$ cat src/hw/rtl/gsa_pkg.sv
package gsa_pkg;

   // default sizes of the handle table
   localparam int SLOTS_DEF    = 1024;
   localparam int GEN_BITS_DEF = 16;

   // fixed field widths of the channels
   localparam int CMD_W        = 2;
   localparam int SLOT_FIELD_W = 10;
   localparam int GEN_FIELD_W  = 16;
   localparam int STATUS_W     = 2;
   localparam int REV_W        = 32;

   // request commands
   typedef enum logic [CMD_W-1:0] {
      CMD_SPAWN   = 2'd0,
      CMD_DESPAWN = 2'd1,
      CMD_CHECK   = 2'd2
   } gsa_cmd_type;

   // response status codes
   typedef enum logic [STATUS_W-1:0] {
      ST_OK        = 2'd0,
      ST_BAD_ASSET = 2'd1,
      ST_FULL      = 2'd2,
      ST_STALE     = 2'd3
   } gsa_status_type;

   // controller states
   typedef enum logic [2:0] {
      S_IDLE,
      S_DECODE,
      S_STACK,
      S_TABLE,
      S_REPLY
   } gsa_state_type;

   // request payload
   typedef struct packed {
      logic [CMD_W-1:0]        command;
      logic                    asset_valid;
      logic [SLOT_FIELD_W-1:0] handle_slot;
      logic [GEN_FIELD_W-1:0]  handle_generation;
   } gsa_req_type;

   // response payload
   typedef struct packed {
      logic [STATUS_W-1:0]     status;
      logic [SLOT_FIELD_W-1:0] slot_out;
      logic [GEN_FIELD_W-1:0]  generation_out;
      logic [REV_W-1:0]        revision;
   } gsa_rsp_type;

   // controller to datapath commands
   typedef struct packed {
      logic           req_ready;
      logic           stack_pop;
      logic           tbl_rd_handle;
      logic           tbl_rd_stack;
      logic           spawn_new;
      logic           spawn_reuse;
      logic           release_slot;
      logic           set_result;
      gsa_status_type res_code;
      logic           out_load;
   } gsa_ctrl_type;

   // datapath to controller status
   typedef struct packed {
      logic             req_valid;
      logic [CMD_W-1:0] command;
      logic             asset_valid;
      logic             stack_empty;
      logic             table_full;
      logic             in_range;
      logic             handle_match;
      logic             out_free;
   } gsa_stat_type;

endpackage

$ cat src/hw/rtl/gsa_controller.sv
module gsa_controller (
   input  logic                  clock,
   input  logic                  reset,
   input  gsa_pkg::gsa_stat_type stat,
   output gsa_pkg::gsa_ctrl_type ctrl
);
   import gsa_pkg::*;

   gsa_state_type state_ff;
   gsa_state_type state_in;

   // state register
   always_ff @(posedge clock) begin
      if (reset) begin
         state_ff <= S_IDLE;
      end else begin
         state_ff <= state_in;
      end
   end

   // next state
   always_comb begin
      state_in = state_ff;
      case (state_ff)
         S_IDLE: begin
            if (stat.req_valid) begin
               state_in = S_DECODE;
            end
         end
         S_DECODE: begin
            case (stat.command)
               CMD_SPAWN: begin
                  if (stat.asset_valid && !stat.stack_empty) begin
                     state_in = S_STACK;
                  end else begin
                     state_in = S_REPLY;
                  end
               end
               CMD_DESPAWN, CMD_CHECK: begin
                  state_in = stat.in_range ? S_TABLE : S_REPLY;
               end
               default: state_in = S_REPLY;
            endcase
         end
         S_STACK: state_in = S_TABLE;
         S_TABLE: state_in = S_REPLY;
         S_REPLY: begin
            if (stat.out_free) begin
               state_in = stat.req_valid ? S_DECODE : S_IDLE;
            end
         end
         default: state_in = S_IDLE;
      endcase
   end

   // command outputs
   always_comb begin
      ctrl = '0;
      ctrl.res_code = ST_OK;
      case (state_ff)
         S_IDLE: ctrl.req_ready = 1'b1;
         S_DECODE: begin
            case (stat.command)
               CMD_SPAWN: begin
                  if (!stat.asset_valid) begin
                     ctrl.set_result = 1'b1;
                     ctrl.res_code   = ST_BAD_ASSET;
                  end else if (!stat.stack_empty) begin
                     ctrl.stack_pop = 1'b1;
                  end else if (!stat.table_full) begin
                     ctrl.spawn_new = 1'b1;
                  end else begin
                     ctrl.set_result = 1'b1;
                     ctrl.res_code   = ST_FULL;
                  end
               end
               CMD_DESPAWN, CMD_CHECK: begin
                  if (stat.in_range) begin
                     ctrl.tbl_rd_handle = 1'b1;
                  end else begin
                     ctrl.set_result = 1'b1;
                     ctrl.res_code   = ST_STALE;
                  end
               end
               default: begin
                  ctrl.set_result = 1'b1;
                  ctrl.res_code   = ST_STALE;
               end
            endcase
         end
         S_STACK: ctrl.tbl_rd_stack = 1'b1;
         S_TABLE: begin
            case (stat.command)
               CMD_SPAWN: ctrl.spawn_reuse = 1'b1;
               CMD_DESPAWN: begin
                  if (stat.handle_match) begin
                     ctrl.release_slot = 1'b1;
                  end else begin
                     ctrl.set_result = 1'b1;
                     ctrl.res_code   = ST_STALE;
                  end
               end
               default: begin
                  ctrl.set_result = 1'b1;
                  ctrl.res_code   = stat.handle_match ? ST_OK : ST_STALE;
               end
            endcase
         end
         S_REPLY: begin
            ctrl.out_load  = stat.out_free;
            ctrl.req_ready = stat.out_free;
         end
         default: ctrl = '0;
      endcase
   end

endmodule

$ cat config.mk
export PLATFORM = sky130hd
export DESIGN_NAME = gsa_controller
export DESIGN_NICKNAME = d
export VERILOG_FILES = /design/src/hw/rtl/gsa_pkg.sv /design/src/hw/rtl/gsa_controller.sv
export SDC_FILE = /design/constraint.sdc
export NUM_CORES = 1
export LEC_CHECK = 0
export ABC_AREA = 1
export BUFFER_PORTS_ARGS = -buffer_cell sky130_fd_sc_hd__buf_4
export CAP_MARGIN = 20
export CORE_MARGIN = 10
export CORE_UTILIZATION = 30
export DETAILED_ROUTE_END_ITERATION = 8
export PLACE_DENSITY_LB_ADDON = 0.2
export SLEW_MARGIN = 20
export SYNTH_ARGS = -nofsm -noshare
export SYNTH_HDL_FRONTEND = slang
export SYNTH_SLANG_ARGS = --single-unit
$ cat constraint.sdc
create_clock -name clock -period 1.35 [get_ports clock]
set_clock_uncertainty 0.15 [all_clocks]
set_input_delay 0.135 -clock clock [delete_from_list [all_inputs] [get_ports clock]]
set_output_delay 0.135 -clock clock [all_outputs]
set_load 0.01 [all_outputs]
==> qor.txt <==
Worst path required time = 1070 ps
Die H = 57.10 um
Number of flip-flops in the largest register = 3
CP dominant cell by count = nor2_4
Syn nets = 84
Leakage = 0.4255 nW
Fin nets = 126
Post-synth top area share = 14.55%
Clock power frac = 26.4%
Worst slew margin = 86.41%
Synth-to-Final Area Change = 97.88%
Syn Area/Cell = 5.984 sq um
Initial drt markers = 7
Post-Route WL = 1531 um
Layout cell share with drive strength beyond 1 = 56.36%
DRC viols = 0
First-pass GRT wire length = 2539 um
Clock Sinks = 3
Max-Cap Viols = 0
GRT Total Usage = 9.375%
Vias in the first global route = 612
# IOs = 22
Die Width = 57.10 um
Critical path type = reg -> out
Post-route clock period utilization = 109.5%
Crit path max fanout = 5
Post-route setup slack = -128.7 ps
Comb power frac = 55.6%
Die area = 0.003260 sq mm
Initial antenna violation count = 0
Synthesis Warnings = 0
Vias per cell = 4.552
Pin count of the biggest net entering global routing = 6
Min Tclk post-route = 1479 ps
Clock insertion delay at the later pin of the skew report = 230 ps
DRT antenna net count = 0
IO buf count = 21
Sw Ratio = 36.54%
Measured slew at the worst slew-check pin = 202.2 ps
Global route overflow = 0
Leading registers by flop count = state_ff x3
Fmax = 0.6763 GHz
Critical Path Max Stage Delay = 320 ps
Post-DP HPWL = 1062 um
Status = finished with violations
Synth Cell Area = 412.9 sq um
Netlist cell types = 18
Post-synth top area cell = dfxtp_1
Hold slack = 86.37 ps
Critical Path, Cell by Cell = inv_2 > nor2_4 > nand2_4 > buf_4 > nor2_4 > buf_6
Worst hold path type = in -> reg
Final number of setup-violating endpoints = 10
Initial Util = 31.73%
Site Rows = 13
CP startpoint kind = flip-flop
Sequential share of power = 17.9%
Synth area leaders = dfxtp_1 (15%), nand2_1 (14%), inv_1 (13%)
M3 GR Usage = 4.204%
NetSw = 0.0002177 W
Final Max Slew Viols = 0
Final Hold Vio Count = 0
DR vias = 569
Pre-antenna DRT Iters = 2
Failing checks = negative setup slack
Mapped Cells = 69
Worst vdd ir = 503.9 uV
Global-route track usage on met2 = 16.28%
Top Usage Layer GRT = met2
Element type at the critical path end = primary output
Clk slew on worst S/H paths = 40 ps
Clock Path Buffers = 2
Gpl congestion = 0.7542
CTS tree = yes
CTS H-tree depth = 1
Sequential-to-total area share from yosys stat = 14.55%
Slowest cell on the critical path = dfxtp_2
Dpl ws = -183.4 ps
Reg with most FFs = state_ff
Diode count = 0
Routed wire length per instance = 12.25 um
RSZ-0062 raised after global routing = yes
Synth Register Bits = 3
Power Dens Cells = 729.3 mW/mm^2
CTS Root Buffer Type = clkbuf_4
Core area = 0.001301 sq mm
Number of CTS-inserted buffers = 3
Internal power = 0.0003781 W
Crit path arrival time = 1190 ps
M1 GR Usage = 9.828%
metal layers:
metal / wire length [um] / vias up
met4: 26 / 0
met1: 639 / 249
met2: 772 / 17
met5: 0 / -
li1: - / 299
met3: 93 / 4
cells in the final DEF, fill, tap and decap left out:
master and n:
inv_2 4, nor3_2 1, nor2_1 8, buf_6 4
inv_4 1, dlygate4sd3_1 1, o21ai_0 1, dfxtp_2 2
clkbuf_1 1, nand2_1 14, nand3_4 1, o21ai_2 1
o21ai_1 3, ha_4 1, o21bai_1 1, a21oi_1 4
nor2_2 1, nor2_4 3, nand2_4 1, a21oi_2 3
nand3_1 1, buf_4 32, nand3_2 1, clkbuf_4 3
o2111ai_2 1, nor4_2 1, ha_1 3, inv_1 10
nand2_2 1, dfxtp_1 1
critical path: cells and delay by family (launching register included):
| family | cells | cell delay, ps |
|---|---|---|
| buffers and inverters | 3 | 310 |
| DFF | 1 | 320 |
| and+or+nand+nor | 3 | 330 |
logic make-up (layout without fill, tap and decap cells):
logic type	count (synthesis)	count (layout)	share of synthesized area, %
buffers and inverters	15	56	13.64
AND/OR/NAND/NOR	33	33	40.30
flip-flops	3	3	14.55
AO/OA/AOI/OAI	14	14	19.39
adder cells (fa/ha/maj)	4	4	12.12
cells in the mapped netlist:
library cell / instances
o2111ai_1: 1
ha_1: 4
inv_2: 1
o21bai_1: 1
inv_1: 14
nor2_4: 2
nor3_1: 1
nand3_1: 1
dfxtp_1: 3
nor2_1: 9
a21oi_2: 1
a21oi_1: 6
nand2_1: 15
nand2_4: 1
nor4_1: 1
nand3_2: 2
nor2_2: 1
o21ai_0: 5
power by group through the flow:
| stage | Combinational (W) | Clock (W) | Sequential [W] |
|---|---|---|---|
| after global placement | 0.000223 | 0 | 0.000105 |
| after global routing | 0.000370 | 0.000180 | 0.000107 |
| after detailed placement | 0.000226 | 0 | 0.000105 |
| final | 0.000331 | 0.000158 | 0.000107 |
| after CTS | 0.000299 | 0.000164 | 0.000106 |
| after floorplan | 0.000126 | 0 | 0.000107 |
through the flow:
stage | utilization, % | total power, W | cells | TNS (ps) | area (sq um)
after floorplan | - | 0.0002335 | 69 | 0 | 412.9
after global placement | 48.75 | 0.0003277 | 111 | -456.4 | 634.4
after detailed placement | 48.75 | 0.0003314 | 111 | -483.3 | 634.4
after CTS | 58.37 | 0.0005686 | 125 | -905.2 | 759.5
after global routing | 62.79 | 0.0006576 | 125 | -1728 | 817.0
final | 62.79 | 0.0005958 | 125 | -684.0 | 817.0
layout make-up:
cell class	instances	area, sq um
Fill cell	123	484.2
Multi-Input combinational cell	51	355.3
Timing Repair Buffer	37	295.3
Sequential cell	3	62.56
Inverter	15	58.81
Clock buffer	4	26.28
Tap cell	15	18.77
worst paths after layout:
check	start	end	cells past startpoint	slack, ps
setup reg to reg	state_ff[0]$_SDFFE_PP0P_	state_ff[1]$_SDFFE_PP0P_	9	10
hold / removal	stat[0]	state_ff[2]$_SDFFE_PP0P_	4	90
hold reg to reg	state_ff[0]$_SDFFE_PP0P_	state_ff[1]$_SDFFE_PP0P_	3	410
setup / recovery	state_ff[0]$_SDFFE_PP0P_	ctrl[8]	6	-130
timing repair:
action                                  in CTS  in global routing
resized for setup                            9                 17
pin swaps                                    2                  3
endpoints found under the hold margin        2                  0
endpoints found under the setup margin      10                 12
hold buffers                                 1                  0
setup buffers                                9                  2
No activity file was read; power rests on OpenSTA's default activity.
